===== config.mk =====
export PLATFORM = sky130hd
export DESIGN_NAME = heating_cycle_efficiency_estimator
export DESIGN_NICKNAME = d
export VERILOG_FILES = /design/src/hce_pkg.sv /design/src/hce_mul_serial.sv /design/src/hce_div_serial.sv /design/src/heating_cycle_efficiency_estimator.sv
export SDC_FILE = /design/constraint.sdc
export NUM_CORES = 2
export LEC_CHECK = 0
export BUFFER_PORTS_ARGS = -buffer_cell sky130_fd_sc_hd__buf_2
export CAP_MARGIN = 10
export CORE_ASPECT_RATIO = 1.25
export CORE_MARGIN = 8
export CORE_UTILIZATION = 50
export DETAILED_ROUTE_END_ITERATION = 7
export GPL_TIMING_DRIVEN = 0
export PLACE_DENSITY = 0.68
export SYNTH_ARGS = -nofsm -noshare
export SYNTH_HDL_FRONTEND = slang
export SYNTH_SLANG_ARGS = --single-unit

===== constraint.sdc =====
create_clock -name clk -period 10.2 [get_ports clk]
set_clock_uncertainty 0.2 [all_clocks]
set_input_delay 1.02 -clock clk [delete_from_list [all_inputs] [get_ports clk]]
set_output_delay 1.02 -clock clk [all_outputs]
set_load 0.05 [all_outputs]

===== src/hce_pkg.sv =====
`timescale 1ns / 1ps
// Shared types and constants for the heating cycle efficiency estimator.
// Used by the serial multiplier, the serial divider, the top level and the checker.
package hce_pkg;

  // Field widths.
  localparam int TEMP_W    = 12;
  localparam int EN_W      = 24;
  localparam int CAP_W     = 16;
  localparam int SEC_W     = 16;
  localparam int COP_W     = 16;
  localparam int EV_W      = 2;
  localparam int CFG_IDX_W = 2;

  // Arithmetic widths: tank sum in 1/64 K, its deltas, and the COP products.
  localparam int S_W       = TEMP_W + 3;
  localparam int DIFF_W    = S_W + 1;
  localparam int DELTA_W   = 14;
  localparam int MCAND_W   = CAP_W + 5;
  localparam int PROD_W    = MCAND_W + DELTA_W;
  localparam int NUM_W     = PROD_W + 1;
  localparam int DEN_W     = EN_W + 1;
  localparam int MUL_CNT_W = $clog2(DELTA_W + 1);
  localparam int DIV_CNT_W = $clog2(COP_W + 1);

  // Register reset values.
  localparam logic [CAP_W-1:0] CAP_RESET    = 16'd3722;
  localparam logic [SEC_W-1:0] WINDOW_RESET = 16'd300;

  // Register indexes.
  localparam logic [CFG_IDX_W-1:0] CFG_CAP    = 2'd0;
  localparam logic [CFG_IDX_W-1:0] CFG_WINDOW = 2'd1;

  // Result event codes.
  typedef enum logic [EV_W-1:0] {
    EV_NONE  = 2'd0,
    EV_START = 2'd1,
    EV_DONE  = 2'd2
  } ev_t;

  // Sequencer states.
  typedef enum logic [2:0] {
    ST_IDLE,
    ST_PREP,
    ST_MUL,
    ST_DIV,
    ST_OUT
  } st_t;

endpackage


===== src/hce_mul_serial.sv =====
`timescale 1ns / 1ps
// Bit-serial shift-add multiplier: one multiplier bit per cycle, LSB first.
// Depends on hce_pkg for the operand widths.
module hce_mul_serial import hce_pkg::*; (
  input  logic               clk,
  input  logic               rst_n,
  input  logic               start,
  input  logic [MCAND_W-1:0] mcand,
  input  logic [DELTA_W-1:0] mplr,
  output logic               busy,
  output logic [PROD_W-1:0]  prod
);

  logic                 busy_r, busy_nxt;
  logic [MUL_CNT_W-1:0] cnt_r, cnt_nxt;
  logic [MCAND_W:0]     acc_r, acc_nxt;
  logic [DELTA_W-1:0]   lo_r, lo_nxt;
  logic [MCAND_W-1:0]   mcand_r, mcand_nxt;
  logic [MCAND_W:0]     sum;

  // Add the multiplicand into the upper half when the current bit is set,
  // then shift the whole product one place right.
  always_comb begin
    sum       = acc_r + (lo_r[0] ? {1'b0, mcand_r} : '0);
    busy_nxt  = busy_r;
    cnt_nxt   = cnt_r;
    acc_nxt   = acc_r;
    lo_nxt    = lo_r;
    mcand_nxt = mcand_r;
    if (start) begin
      busy_nxt  = 1'b1;
      cnt_nxt   = MUL_CNT_W'(DELTA_W);
      acc_nxt   = '0;
      lo_nxt    = mplr;
      mcand_nxt = mcand;
    end else if (busy_r) begin
      acc_nxt  = {1'b0, sum[MCAND_W:1]};
      lo_nxt   = {sum[0], lo_r[DELTA_W-1:1]};
      cnt_nxt  = cnt_r - 1'b1;
      busy_nxt = (cnt_r != MUL_CNT_W'(1));
    end
  end

  always_ff @(posedge clk) begin
    if (!rst_n) begin
      busy_r <= 1'b0;
      cnt_r  <= '0;
    end else begin
      busy_r <= busy_nxt;
      cnt_r  <= cnt_nxt;
    end
    acc_r   <= acc_nxt;
    lo_r    <= lo_nxt;
    mcand_r <= mcand_nxt;
  end

  assign busy = busy_r;
  assign prod = {acc_r[MCAND_W-1:0], lo_r};

endmodule


===== src/hce_div_serial.sv =====
`timescale 1ns / 1ps
// Restoring divider giving one quotient bit per cycle, saturating to 16 bits.
// Depends on hce_pkg for the numerator, denominator and quotient widths.
module hce_div_serial import hce_pkg::*; (
  input  logic             clk,
  input  logic             rst_n,
  input  logic             start,
  input  logic [NUM_W-1:0] num,
  input  logic [DEN_W-1:0] den,
  output logic             busy,
  output logic [COP_W-1:0] quo
);

  logic                 busy_r, busy_nxt;
  logic [DIV_CNT_W-1:0] cnt_r, cnt_nxt;
  logic [DEN_W-1:0]     rem_r, rem_nxt;
  logic [COP_W-1:0]     low_r, low_nxt;
  logic [DEN_W-1:0]     den_r, den_nxt;
  logic                 sat_r, sat_nxt;
  logic [DEN_W:0]       trial;
  logic                 fits;
  logic [DEN_W:0]       diff;

  // A quotient of 2^16 or more saturates; that is known from one compare at
  // start. Otherwise the upper numerator bits are already below the divisor.
  always_comb begin
    trial     = {rem_r, low_r[COP_W-1]};
    fits      = (trial >= {1'b0, den_r});
    diff      = trial - {1'b0, den_r};
    busy_nxt  = busy_r;
    cnt_nxt   = cnt_r;
    rem_nxt   = rem_r;
    low_nxt   = low_r;
    den_nxt   = den_r;
    sat_nxt   = sat_r;
    if (start) begin
      busy_nxt = 1'b1;
      cnt_nxt  = DIV_CNT_W'(COP_W);
      den_nxt  = den;
      sat_nxt  = ({{(DEN_W + COP_W - NUM_W){1'b0}}, num} >= {den, {COP_W{1'b0}}});
      rem_nxt  = {{(DEN_W - NUM_W + COP_W){1'b0}}, num[NUM_W-1:COP_W]};
      low_nxt  = num[COP_W-1:0];
    end else if (busy_r) begin
      rem_nxt  = fits ? diff[DEN_W-1:0] : trial[DEN_W-1:0];
      low_nxt  = {low_r[COP_W-2:0], fits};
      cnt_nxt  = cnt_r - 1'b1;
      busy_nxt = (cnt_r != DIV_CNT_W'(1));
    end
  end

  always_ff @(posedge clk) begin
    if (!rst_n) begin
      busy_r <= 1'b0;
      cnt_r  <= '0;
    end else begin
      busy_r <= busy_nxt;
      cnt_r  <= cnt_nxt;
    end
    rem_r <= rem_nxt;
    low_r <= low_nxt;
    den_r <= den_nxt;
    sat_r <= sat_nxt;
  end

  assign busy = busy_r;
  assign quo  = sat_r ? {COP_W{1'b1}} : low_r;

endmodule


===== src/heating_cycle_efficiency_estimator.sv =====
`timescale 1ns / 1ps
// Top level of the heating cycle efficiency estimator: cycle tracking, sequencer
// and output register. Depends on hce_pkg, hce_mul_serial and hce_div_serial.
//
//   channel  | direction | handshake             | payload
//   in_      | input     | in_valid / in_stall   | one sample per beat
//   out_     | output    | out_valid / out_stall | one result per beat
//   cfg_     | input     | cfg_valid / cfg_ready | register index and data
//
// A sample that does not close a cycle has its result go straight to the output
// register. A closing sample stalls the input until its result beat is loaded:
// the sequencer forms the tank deltas, runs the two bit-serial multipliers over
// the delta bits with a handoff, the three bit-serial dividers over the quotient
// bits with a handoff, and then loads the output register. With no peak energy
// or no delta the multipliers and dividers are skipped.
// Reset is synchronous and clears all tracking and held state. While a result
// beat is stalled one further sample may be taken; its result waits inside.
module heating_cycle_efficiency_estimator import hce_pkg::*; (
  input  logic                     clk,
  input  logic                     rst_n,
  // Sample channel.
  input  logic                     in_valid,
  output logic                     in_stall,
  input  logic                     in_running,
  input  logic signed [TEMP_W-1:0] in_top_temp,
  input  logic                     in_top_ok,
  input  logic signed [TEMP_W-1:0] in_middle_temp,
  input  logic                     in_middle_ok,
  input  logic [EN_W-1:0]          in_energy_used,
  input  logic [SEC_W-1:0]         in_cycle_seconds,
  // Result channel.
  output logic                     out_valid,
  input  logic                     out_stall,
  output logic [EV_W-1:0]          out_event_res,
  output logic                     out_estimate_ok,
  output logic [COP_W-1:0]         out_cop_low,
  output logic [COP_W-1:0]         out_cop_high,
  output logic [COP_W-1:0]         out_cop_mid,
  output logic signed [TEMP_W-1:0] out_report_start_middle,
  output logic signed [TEMP_W-1:0] out_report_end_middle,
  output logic signed [TEMP_W-1:0] out_report_start_bottom,
  // Configuration channel.
  input  logic                     cfg_valid,
  output logic                     cfg_ready,
  input  logic [CFG_IDX_W-1:0]     cfg_index,
  input  logic [CAP_W-1:0]         cfg_data
);

  // Sign-extended tank sum top + 2*middle + bottom.
  function automatic logic signed [S_W-1:0] tank_sum(
    input logic signed [TEMP_W-1:0] t,
    input logic signed [TEMP_W-1:0] m,
    input logic signed [TEMP_W-1:0] b
  );
    logic signed [S_W-1:0] te, me, be;
    te = S_W'(t);
    me = S_W'(m);
    be = S_W'(b);
    return te + (me <<< 1) + be;
  endfunction

  st_t state_r, state_nxt;

  // Configuration registers.
  logic [CAP_W-1:0] cap_r, cap_nxt;
  logic [SEC_W-1:0] win_r, win_nxt;

  // Cycle tracking.
  logic                     was_on_r, was_on_nxt;
  logic                     open_r, open_nxt;
  logic signed [TEMP_W-1:0] first_top_r, first_top_nxt;
  logic signed [TEMP_W-1:0] first_mid_r, first_mid_nxt;
  logic signed [TEMP_W-1:0] first_bot_r, first_bot_nxt;
  logic signed [TEMP_W-1:0] last_top_r, last_top_nxt;
  logic signed [TEMP_W-1:0] last_mid_r, last_mid_nxt;
  logic [EN_W-1:0]          peak_r, peak_nxt;

  // Held estimate.
  logic                     held_ok_r, held_ok_nxt;
  logic [COP_W-1:0]         held_low_r, held_low_nxt;
  logic [COP_W-1:0]         held_high_r, held_high_nxt;
  logic [COP_W-1:0]         held_mid_r, held_mid_nxt;
  logic signed [TEMP_W-1:0] held_smid_r, held_smid_nxt;
  logic signed [TEMP_W-1:0] held_emid_r, held_emid_nxt;
  logic signed [TEMP_W-1:0] held_sbot_r, held_sbot_nxt;
  ev_t                      ev_r, ev_nxt;

  // Output register.
  logic                     ov_r, ov_nxt;
  ev_t                      o_ev_r, o_ev_nxt;
  logic                     o_ok_r, o_ok_nxt;
  logic [COP_W-1:0]         o_low_r, o_low_nxt;
  logic [COP_W-1:0]         o_high_r, o_high_nxt;
  logic [COP_W-1:0]         o_mid_r, o_mid_nxt;
  logic signed [TEMP_W-1:0] o_smid_r, o_smid_nxt;
  logic signed [TEMP_W-1:0] o_emid_r, o_emid_nxt;
  logic signed [TEMP_W-1:0] o_sbot_r, o_sbot_nxt;

  // Sequencer controls.
  logic accept, samp_ok, closing, out_free, out_load;
  logic mul_start, div_start, div_done;
  ev_t  ev_now;

  // Delta datapath.
  logic signed [TEMP_W-1:0] bot_max;
  logic signed [DIFF_W-1:0] diff_min, diff_max, dmin_s;
  logic [DELTA_W-1:0]       dmin, dmax;
  logic                     go;
  logic [MCAND_W-1:0]       cap25;

  // Serial arithmetic lanes.
  logic              mul_lo_busy, mul_hi_busy, div_lo_busy, div_hi_busy, div_mid_busy;
  logic [PROD_W-1:0] prod_lo, prod_hi;
  logic [COP_W-1:0]  quo_lo, quo_hi, quo_mid;
  logic [NUM_W-1:0]  num_mid;

  assign accept   = in_valid && !in_stall;
  assign samp_ok  = in_top_ok && in_middle_ok;
  assign closing  = samp_ok && !in_running && open_r;
  assign out_free = !ov_r || !out_stall;
  assign div_done = !div_lo_busy && !div_hi_busy && !div_mid_busy;

  // Event caused by the sample at the input.
  always_comb begin
    ev_now = EV_NONE;
    if (samp_ok && in_running && (!was_on_r || !open_r)) begin
      ev_now = EV_START;
    end else if (closing) begin
      ev_now = EV_DONE;
    end
  end

  // Tank deltas in 1/64 K from the start and end temperatures.
  always_comb begin
    bot_max  = (first_bot_r > last_mid_r) ? first_bot_r : last_mid_r;
    diff_min = DIFF_W'(tank_sum(last_top_r, last_mid_r, first_bot_r))
             - DIFF_W'(tank_sum(first_top_r, first_mid_r, first_bot_r));
    diff_max = DIFF_W'(tank_sum(last_top_r, last_mid_r, bot_max))
             - DIFF_W'(tank_sum(first_top_r, first_mid_r, first_bot_r));
    dmin     = (diff_min > 0) ? diff_min[DELTA_W-1:0] : '0;
    dmin_s   = $signed({{(DIFF_W - DELTA_W){1'b0}}, dmin});
    dmax     = (diff_max > dmin_s) ? diff_max[DELTA_W-1:0] : dmin;
    go       = (peak_r != '0) && (dmax != '0);
    cap25    = (MCAND_W'(cap_r) << 4) + (MCAND_W'(cap_r) << 3) + MCAND_W'(cap_r);
    num_mid  = {1'b0, prod_lo} + {1'b0, prod_hi};
  end

  // Next state.
  always_comb begin
    state_nxt = state_r;
    unique case (state_r)
      ST_IDLE: begin
        if (accept) begin
          if (ev_now == EV_DONE) begin
            state_nxt = ST_PREP;
          end else if (!out_free) begin
            state_nxt = ST_OUT;
          end
        end
      end
      ST_PREP: state_nxt = go ? ST_MUL : ST_OUT;
      ST_MUL:  state_nxt = (mul_lo_busy || mul_hi_busy) ? ST_MUL : ST_DIV;
      ST_DIV:  state_nxt = div_done ? ST_OUT : ST_DIV;
      ST_OUT:  state_nxt = out_free ? ST_IDLE : ST_OUT;
      default: state_nxt = ST_IDLE;
    endcase
  end

  // Sequencer outputs.
  always_comb begin
    in_stall  = 1'b1;
    mul_start = 1'b0;
    div_start = 1'b0;
    out_load  = 1'b0;
    unique case (state_r)
      ST_IDLE: begin
        in_stall = 1'b0;
        out_load = in_valid && (ev_now != EV_DONE) && out_free;
      end
      ST_PREP: mul_start = go;
      ST_MUL:  div_start = !mul_lo_busy && !mul_hi_busy;
      ST_DIV:  out_load  = 1'b0;
      ST_OUT:  out_load  = out_free;
      default: in_stall  = 1'b1;
    endcase
  end

  assign cfg_ready = (state_r == ST_IDLE);

  // Configuration writes.
  always_comb begin
    cap_nxt = cap_r;
    win_nxt = win_r;
    if (cfg_valid && cfg_ready) begin
      unique case (cfg_index)
        CFG_CAP:    cap_nxt = cfg_data;
        CFG_WINDOW: win_nxt = cfg_data;
        default:    cap_nxt = cap_r;
      endcase
    end
  end

  // Cycle tracking and held estimate.
  always_comb begin
    was_on_nxt    = was_on_r;
    open_nxt      = open_r;
    first_top_nxt = first_top_r;
    first_mid_nxt = first_mid_r;
    first_bot_nxt = first_bot_r;
    last_top_nxt  = last_top_r;
    last_mid_nxt  = last_mid_r;
    peak_nxt      = peak_r;
    held_ok_nxt   = held_ok_r;
    held_low_nxt  = held_low_r;
    held_high_nxt = held_high_r;
    held_mid_nxt  = held_mid_r;
    held_smid_nxt = held_smid_r;
    held_emid_nxt = held_emid_r;
    held_sbot_nxt = held_sbot_r;
    ev_nxt        = ev_r;
    if (state_r == ST_IDLE && accept) begin
      ev_nxt = ev_now;
      if (samp_ok && in_running) begin
        was_on_nxt   = 1'b1;
        last_top_nxt = in_top_temp;
        last_mid_nxt = in_middle_temp;
        if (ev_now == EV_START) begin
          open_nxt      = 1'b1;
          first_top_nxt = in_top_temp;
          first_mid_nxt = in_middle_temp;
          first_bot_nxt = in_top_temp;
          peak_nxt      = in_energy_used;
          held_ok_nxt   = 1'b0;
          held_low_nxt  = '0;
          held_high_nxt = '0;
          held_mid_nxt  = '0;
          held_smid_nxt = '0;
          held_emid_nxt = '0;
          held_sbot_nxt = '0;
        end else begin
          if (in_energy_used > peak_r) begin
            peak_nxt = in_energy_used;
          end
          if (in_cycle_seconds <= win_r && in_top_temp < first_bot_r) begin
            first_bot_nxt = in_top_temp;
          end
        end
      end else if (samp_ok) begin
        // A stopped sample; it closes the cycle if one is open.
        was_on_nxt = 1'b0;
        if (open_r) begin
          open_nxt     = 1'b0;
          last_top_nxt = (in_top_temp > last_top_r) ? in_top_temp : last_top_r;
          last_mid_nxt = (in_middle_temp > last_mid_r) ? in_middle_temp : last_mid_r;
          if (in_energy_used > peak_r) begin
            peak_nxt = in_energy_used;
          end
        end
      end
    end else if (state_r == ST_PREP) begin
      held_ok_nxt   = 1'b0;
      held_low_nxt  = '0;
      held_high_nxt = '0;
      held_mid_nxt  = '0;
      held_smid_nxt = first_mid_r;
      held_emid_nxt = last_mid_r;
      held_sbot_nxt = first_bot_r;
    end else if (state_r == ST_DIV && div_done) begin
      held_ok_nxt   = 1'b1;
      held_low_nxt  = quo_lo;
      held_high_nxt = quo_hi;
      held_mid_nxt  = quo_mid;
    end
  end

  // Output register: a start beat reports the cleared estimate.
  always_comb begin
    ov_nxt     = out_stall ? ov_r : 1'b0;
    o_ev_nxt   = o_ev_r;
    o_ok_nxt   = o_ok_r;
    o_low_nxt  = o_low_r;
    o_high_nxt = o_high_r;
    o_mid_nxt  = o_mid_r;
    o_smid_nxt = o_smid_r;
    o_emid_nxt = o_emid_r;
    o_sbot_nxt = o_sbot_r;
    if (out_load) begin
      ov_nxt     = 1'b1;
      o_ev_nxt   = (state_r == ST_IDLE) ? ev_now : ev_r;
      o_ok_nxt   = held_ok_r;
      o_low_nxt  = held_low_r;
      o_high_nxt = held_high_r;
      o_mid_nxt  = held_mid_r;
      o_smid_nxt = held_smid_r;
      o_emid_nxt = held_emid_r;
      o_sbot_nxt = held_sbot_r;
      if (state_r == ST_IDLE && ev_now == EV_START) begin
        o_ok_nxt   = 1'b0;
        o_low_nxt  = '0;
        o_high_nxt = '0;
        o_mid_nxt  = '0;
        o_smid_nxt = '0;
        o_emid_nxt = '0;
        o_sbot_nxt = '0;
      end
    end
  end

  always_ff @(posedge clk) begin
    if (!rst_n) begin
      state_r     <= ST_IDLE;
      cap_r       <= CAP_RESET;
      win_r       <= WINDOW_RESET;
      was_on_r    <= 1'b0;
      open_r      <= 1'b0;
      first_top_r <= '0;
      first_mid_r <= '0;
      first_bot_r <= '0;
      last_top_r  <= '0;
      last_mid_r  <= '0;
      peak_r      <= '0;
      held_ok_r   <= 1'b0;
      held_low_r  <= '0;
      held_high_r <= '0;
      held_mid_r  <= '0;
      held_smid_r <= '0;
      held_emid_r <= '0;
      held_sbot_r <= '0;
      ev_r        <= EV_NONE;
      ov_r        <= 1'b0;
    end else begin
      state_r     <= state_nxt;
      cap_r       <= cap_nxt;
      win_r       <= win_nxt;
      was_on_r    <= was_on_nxt;
      open_r      <= open_nxt;
      first_top_r <= first_top_nxt;
      first_mid_r <= first_mid_nxt;
      first_bot_r <= first_bot_nxt;
      last_top_r  <= last_top_nxt;
      last_mid_r  <= last_mid_nxt;
      peak_r      <= peak_nxt;
      held_ok_r   <= held_ok_nxt;
      held_low_r  <= held_low_nxt;
      held_high_r <= held_high_nxt;
      held_mid_r  <= held_mid_nxt;
      held_smid_r <= held_smid_nxt;
      held_emid_r <= held_emid_nxt;
      held_sbot_r <= held_sbot_nxt;
      ev_r        <= ev_nxt;
      ov_r        <= ov_nxt;
    end
    o_ev_r   <= o_ev_nxt;
    o_ok_r   <= o_ok_nxt;
    o_low_r  <= o_low_nxt;
    o_high_r <= o_high_nxt;
    o_mid_r  <= o_mid_nxt;
    o_smid_r <= o_smid_nxt;
    o_emid_r <= o_emid_nxt;
    o_sbot_r <= o_sbot_nxt;
  end

  // Heat products: capacity times 25 times each delta.
  hce_mul_serial u_mul_lo (
    .clk   (clk),
    .rst_n (rst_n),
    .start (mul_start),
    .mcand (cap25),
    .mplr  (dmin),
    .busy  (mul_lo_busy),
    .prod  (prod_lo)
  );

  hce_mul_serial u_mul_hi (
    .clk   (clk),
    .rst_n (rst_n),
    .start (mul_start),
    .mcand (cap25),
    .mplr  (dmax),
    .busy  (mul_hi_busy),
    .prod  (prod_hi)
  );

  // COP bounds and midpoint, divided by the peak energy.
  hce_div_serial u_div_lo (
    .clk   (clk),
    .rst_n (rst_n),
    .start (div_start),
    .num   ({1'b0, prod_lo}),
    .den   ({1'b0, peak_r}),
    .busy  (div_lo_busy),
    .quo   (quo_lo)
  );

  hce_div_serial u_div_hi (
    .clk   (clk),
    .rst_n (rst_n),
    .start (div_start),
    .num   ({1'b0, prod_hi}),
    .den   ({1'b0, peak_r}),
    .busy  (div_hi_busy),
    .quo   (quo_hi)
  );

  hce_div_serial u_div_mid (
    .clk   (clk),
    .rst_n (rst_n),
    .start (div_start),
    .num   (num_mid),
    .den   ({peak_r, 1'b0}),
    .busy  (div_mid_busy),
    .quo   (quo_mid)
  );

  assign out_valid               = ov_r;
  assign out_event_res           = o_ev_r;
  assign out_estimate_ok         = o_ok_r;
  assign out_cop_low             = o_low_r;
  assign out_cop_high            = o_high_r;
  assign out_cop_mid             = o_mid_r;
  assign out_report_start_middle = o_smid_r;
  assign out_report_end_middle   = o_emid_r;
  assign out_report_start_bottom = o_sbot_r;

endmodule


Word-level counts from Yosys, hierarchy flattened
Cells that the tools add are included.
- flip-flop bits (word level): 565
- output and inout port bits: 90
- word-level logic and storage cells: 282
- add/sub/neg operators: 20
- order comparisons: 14
- equality and inequality tests: 19
- multiplexer cells: 107
- bitwise operators: 1
- reductions and logical operators: 60
- operators by type and width (cell ; count):
    two-way mux 16 bit ; 20
    two-way mux 12 bit ; 19
    two-way mux 24 bit ; 5
    two-way mux 14 bit ; 6
    greater-or-equal comparator 35 x 40 -> 1 bit ; 2
    two-way mux 19 bit ; 4
    two-way mux 25 bit ; 3
    greater-or-equal comparator 26 x 24 -> 1 bit ; 2
    subtractor 25 x 24 -> 25 bit ; 2
    adder 14 x 12 -> 15 bit ; 3
    adder 21 x 22 -> 22 bit ; 2
    two-way mux 21 bit ; 2
    greater-or-equal comparator 36 x 41 -> 1 bit ; 1
    two-way mux 20 bit ; 2
    adder 35 x 35 -> 36 bit ; 1
    > comparator 12 bit ; 3
    subtractor 15 x 15 -> 16 bit ; 2
    two-way mux 5 bit ; 6
    adder 12 x 13 -> 14 bit ; 2
    greater-or-equal comparator 26 x 25 -> 1 bit ; 1
    two-way mux 1 bit ; 25
    subtractor 25 bit ; 1
    > comparator 24 bit ; 1
    nonzero test 24 bit ; 1
    other kinds (36) ; 105

Logic depth before layout (Yosys ltp)
- depth after elaboration: 11
- depth in mapped cells: 38

Hierarchy
A second synthesis with hierarchy kept.
- cells, all modules: 4477
- area, all modules: 42776.0 um^2
- by module, submodules not included (module ; instances ; cells each ; area an instance (um^2)):
    heating_cycle_efficiency_estimator ; 1 ; 2235 ; 20181.9
    hce_div_serial at u_div_hi ... ; 2 ; 523 ; 5193.7
    hce_mul_serial ; 2 ; 340 ; 3492.1
    hce_div_serial at u_div_lo ; 1 ; 516 ; 5222.5

Worst setup path after synthesis
OpenSTA, ideal clock, no wires.
- path type: register to register
- start point: reg first_bot_r[2]
- end point: reg u_mul_hi.lo_r[0], enable pin
- setup time: 0.404 ns
- data arrival time: 8.368 ns
- path slack: 1.228 ns
- stages on the path, launching flop included: 33
- path buffers: 3
- clock period less this slack: 8.972 ns
- cells stage by stage: dfxtp_1 fa_1 ha_1 a21o_1 a21oi_1 o21bai_1 a21oi_1 nor2b_1 o21a_1 o31a_1 o41ai_1 xnor2_1 inv_1 fa_1 ha_1 and2_1 a22o_1 a31oi_1 a21oi_1 xor2_1 clkbuf_1 buf_1 nand2_1 ha_1 a2111oi_2 o221ai_1 a311o_1 a221oi_1 a31o_1 buf_4 nor4bb_1 a311o_2 o21ai_0
- longest elaborated chain between the ends: 10
- elaborated cells on any way between the ends: 15
- those cells by class: add/sub: 5; order compare: 3; mux: 4; reduce/logical: 3
- ends and longest elaborated chain (what ; line ; source):
    start: declaration ; heating_cycle_efficiency_estimator.sv:73 ; logic signed [TEMP_W-1:0] first_bot_r, first_bot_nxt;
    start signal: assignment ; heating_cycle_efficiency_estimator.sv:339 ; first_bot_r <= first_bot_nxt;
    adder 14 x 12 -> 15 bit or > comparator 12 bit (tied branches) ; heating_cycle_efficiency_estimator.sv:59, heating_cycle_efficiency_estimator.sv:135 ;
    subtractor 15 x 15 -> 16 bit or two-way mux 12 bit (tied branches) ; heating_cycle_efficiency_estimator.sv:137, heating_cycle_efficiency_estimator.sv:135 ;
    > comparator 16 x 1 -> 1 bit or adder 14 x 12 -> 15 bit (tied branches) ; heating_cycle_efficiency_estimator.sv:140, heating_cycle_efficiency_estimator.sv:59 ;
    two-way mux 14 bit or subtractor 15 x 15 -> 16 bit (tied branches) ; heating_cycle_efficiency_estimator.sv:140, heating_cycle_efficiency_estimator.sv:139 ;
    > comparator 16 x 15 -> 1 bit ; heating_cycle_efficiency_estimator.sv:142 ; dmax = (diff_max > dmin_s) ? diff_max[DELTA_W-1:0] : dmin;
    two-way mux 14 bit (*) ; heating_cycle_efficiency_estimator.sv:142 ;
    nonzero test 14 bit (*) ; heating_cycle_efficiency_estimator.sv:143 ; go = (peak_r != '0) && (dmax != '0);
    logical AND 1 bit (*) ; heating_cycle_efficiency_estimator.sv:143 ;
    two-way mux 1 bit (*) ; heating_cycle_efficiency_estimator.sv:175 ; unique case (state_r)
    nonzero test 2 bit (no source line) (*) ; - ;
    end signal: assignment ; hce_mul_serial.sv:53 ; lo_r <= lo_nxt;
    end: declaration ; hce_mul_serial.sv:17 ; logic [DELTA_W-1:0] lo_r, lo_nxt;
Every way passes the cells marked *; elsewhere a longest branch is shown, timed or not.
A chain may end at the register's enable or synchronous reset.

Worst setup path in the final report
- start point: reg first_bot_r[1]
- end point: reg u_mul_hi.mcand_r[0], enable pin
- longest elaborated chain between the ends: 9
- elaborated cells on any way between the ends: 14
- those cells by class: add/sub: 5; order compare: 3; mux: 4; reduce/logical: 2
- ends and longest elaborated chain (what ; line ; source):
    adder 14 x 12 -> 15 bit or > comparator 12 bit (tied branches) ; heating_cycle_efficiency_estimator.sv:59, heating_cycle_efficiency_estimator.sv:135 ;
    subtractor 15 x 15 -> 16 bit or two-way mux 12 bit (tied branches) ; heating_cycle_efficiency_estimator.sv:137, heating_cycle_efficiency_estimator.sv:135 ;
    > comparator 16 x 1 -> 1 bit or adder 14 x 12 -> 15 bit (tied branches) ; heating_cycle_efficiency_estimator.sv:140, heating_cycle_efficiency_estimator.sv:59 ;
    two-way mux 14 bit or subtractor 15 x 15 -> 16 bit (tied branches) ; heating_cycle_efficiency_estimator.sv:140, heating_cycle_efficiency_estimator.sv:139 ;
    > comparator 16 x 15 -> 1 bit ; heating_cycle_efficiency_estimator.sv:142 ;
    two-way mux 14 bit (*) ; heating_cycle_efficiency_estimator.sv:142 ;
    nonzero test 14 bit (*) ; heating_cycle_efficiency_estimator.sv:143 ;
    logical AND 1 bit (*) ; heating_cycle_efficiency_estimator.sv:143 ;
    two-way mux 1 bit (*) ; heating_cycle_efficiency_estimator.sv:175 ;
    end signal: assignment ; hce_mul_serial.sv:54 ; mcand_r <= mcand_nxt;
    end: declaration ; hce_mul_serial.sv:18 ; logic [MCAND_W-1:0] mcand_r, mcand_nxt;
Marks and branches as above.

==> metrics.txt <==
fin nets 5009; deepest clock path buffer count 3; Port Buffer Count 178; Post-synth top cells 529 x nand2_1, 400 x ha_1, 318 x a21oi_1; Final Slew Violations 0; worst skew pair latency 0.63 ns; Setup crit end kind register; post-synthesis compound-gate area fraction 18.2%; library cells used by synthesis 85; chip height 325 um; DP HPWL 92.0 mm; share of the yosys chip area belonging to registers 36.7%; CTS sink cnt 565; fmax 0.104 GHz; layout filler cell count 6903; fin crit share 93.8%; Mapped Area 38100 um2; TritonCTS Buffers 66; Worst-Margin Slew 1.36 ns; WP data required 10.27 ns; endpoints failing setup 0; Critical Path Fanout Max 30; final core occ 56.3%; Area Growth Syn to Fin 12.0%; count leader, synth nand2_1; Hold Path Class register to register; critical path class register to register; I/O pin count 180; Max VDD drop 0.000102 V; asr flop ratio synth 0%; first-pass GRT wire length 176 mm; share of synthesized cell area in and, or, nand and nor gates 16.9%; crit-path max cell delay 0.57 ns; Post-Synth Adder-Cell Area 16.2%; post-synth top area cell edfxtp_1; die width 263 um; GR Overflow Total 0; vias per cell 5.79; DRC viols 0; synthesized flop and latch total 565; initial drt markers 2224; ys flop type dfxtp_1; RSZ-0062 raised after global routing no; top-area cell type share of the netlist area 21.2%; EDFF count, synth 269; Power Dens Cells 140 nW/um2; Placer Congestion 0.955; post-synth net total 4751; setup tns final 0 ns; status finished clean; Max Cap Violations 0; Final Hold Viols 0; CTS root buffer clkbuf_16; crit path launch type register; largest family of logic cells by synthesized area compound AO/OA/AOI/OAI gates; routed wire length 114 mm; CTS hold repair buffers 0; Total GRT Usage 25.9%; CTS tree built; max_slew headroom 9.30%; vias in the first global route 31600; XOR/XNOR share of the synthesized area 4.34%; die area 85400 um2; via count 31800; syn_area_per_cell 9.07 um2; crit path DAT 9.64 ns; H-Tree Level Count 3; top post-synthesis cells by area edfxtp_1 21%, dfxtp_1 16%, ha_1 13%; Leak 18.1 nW; largest net degree at the start of global routing 31; Post-Syn Instances 4202; Post-DRT Antenna Nets 0; Wirelength per Cell 20.8 um; Row Count 113; multiplexer share of the synthesized area 3.21%; Starting Density 50.3%; slowest cell on the critical path dfxtp_1; min cycle time layout 9.57 ns; initial antenna violation count 4; share of layout cells above drive strength 1 8.22%; core area 75800 um2; Ys Warns 0; clock slew at reported path FFs 0.06 ns; First-pass DRT Iterations 5
sequential cells by signal (all words and copies together), names as in the netlist, 14 cells and up:
name,count
u_div_lo.rem_r,25
win_r,16
held_high_r,16
peak_r,24
held_low_r,16
u_div_hi.rem_r,25
u_div_lo.low_r,16
u_div_hi.low_r,16
out_cop_low,16
u_mul_hi.acc_r,21
u_mul_lo.lo_r,14
u_mul_hi.mcand_r,21
out_cop_mid,16
held_mid_r,16
out_cop_high,16
u_mul_lo.acc_r,21
cap_r,16
u_div_mid.rem_r,25
u_div_mid.low_r,16
u_div_hi.den_r,24
u_mul_hi.lo_r,14
critical path, delay by kind of cell, from the launching register on:
family	cells	cell delay (ns)
compound gates	15	3.40
fa+ha+maj	6	2.25
simple gates	9	1.68
buf+inv	4	0.88
flops	1	0.57
xor+xnor	1	0.18
layout by cell type, fill, tap and decap left out, drive strengths merged, types with 123 or more instances in the layout:
| cell | count |
|---|---|
| and2 | 140 |
| nand2 | 529 |
| nor2 | 265 |
| edfxtp | 269 |
| a21oi | 318 |
| buf | 223 |
| clkbuf | 226 |
| dfxtp | 296 |
| o21ai | 206 |
| inv | 262 |
| nand3 | 123 |
| ha | 400 |
stage by stage:
stage / std cells / setup slack (ns) / instance area (um2) / power, mW / hold WS, ns
3_3_place_gp: 5357 / -1.15 / 40200 / 3.54 / 0.241
3_5_place_dp: 5370 / 0.246 / 40400 / 3.55 / 0.242
4_1_cts: 5491 / 0.196 / 42700 / 5.99 / 0.250
5_1_grt: 5491 / 0.0457 / 42700 / 6.19 / 0.268
6_report: 5493 / 0.631 / 42700 / 5.95 / 0.249
2_1_floorplan: 4202 / 1.23 / 38100 / 3.25 / 0.230
timing repair:
item | 4_1_cts | 5_1_grt
endpoints found under the setup margin | 0 | 99
buffers inserted | 0 | 0
gates resized for setup | 0 | 4
worst paths after layout:
kind	startpoint	to	slack, ns	cells past startpoint
setup / recovery	first_bot_r[1]	u_mul_hi.mcand_r[0]	0.63	35
hold / removal	held_mid_r[12]	held_mid_r[12]	0.25	2
setup reg to reg	first_bot_r[1]	u_mul_hi.mcand_r[0]	0.63	35
hold reg to reg	held_mid_r[12]	held_mid_r[12]	0.25	2
final cells by class:
type,count,area (um2),share of cell area [%]
Clock inverter,31,357,0.835
Sequential cell,565,14000,32.8
Clock buffer,90,1880,4.39
Buffer,168,674,1.58
Inverter,258,968,2.27
Multi-Input combinational cell,3210,22500,52.7
Timing Repair Buffer,191,1080,2.54
Antenna cell,3,7.51,0.0176
Tap cell,977,1220,2.86
where the power goes:
part | internal (mW) | leakage [nW] | total (mW) | switching (mW)
combinational | 0.388 | 12.1 | 1.06 | 0.675
clock | 1.42 | 1.10 | 2.44 | 1.03
sequential | 2.42 | 4.89 | 2.45 | 0.0283
total | 4.22 | 18.1 | 5.95 | 1.73
cell families (layout without fill, tap and decap cells):
family	Yosys count	count (layout)
AO/OA/AOI/OAI	1080	1080
XOR/XNOR	189	189
adder cells (fa/ha/maj)	459	459
buffers and inverters	427	738
flip-flops	565	565
multiplexers	115	115
other	0	3
AND/OR/NAND/NOR	1367	1367
metal layers:
metal | part of all wire (%) | track usage [%] | vias up
li1 | - | - | 15500
met1 | 41 | 30.9 | 15100
met2 | 49 | 46.0 | 903
met3 | 5.3 | 3.40 | 235
met4 | 5.0 | 12.0 | 2
met5 | 0.011 | 0 | -
No activity file was read; power rests on OpenSTA's default activity.
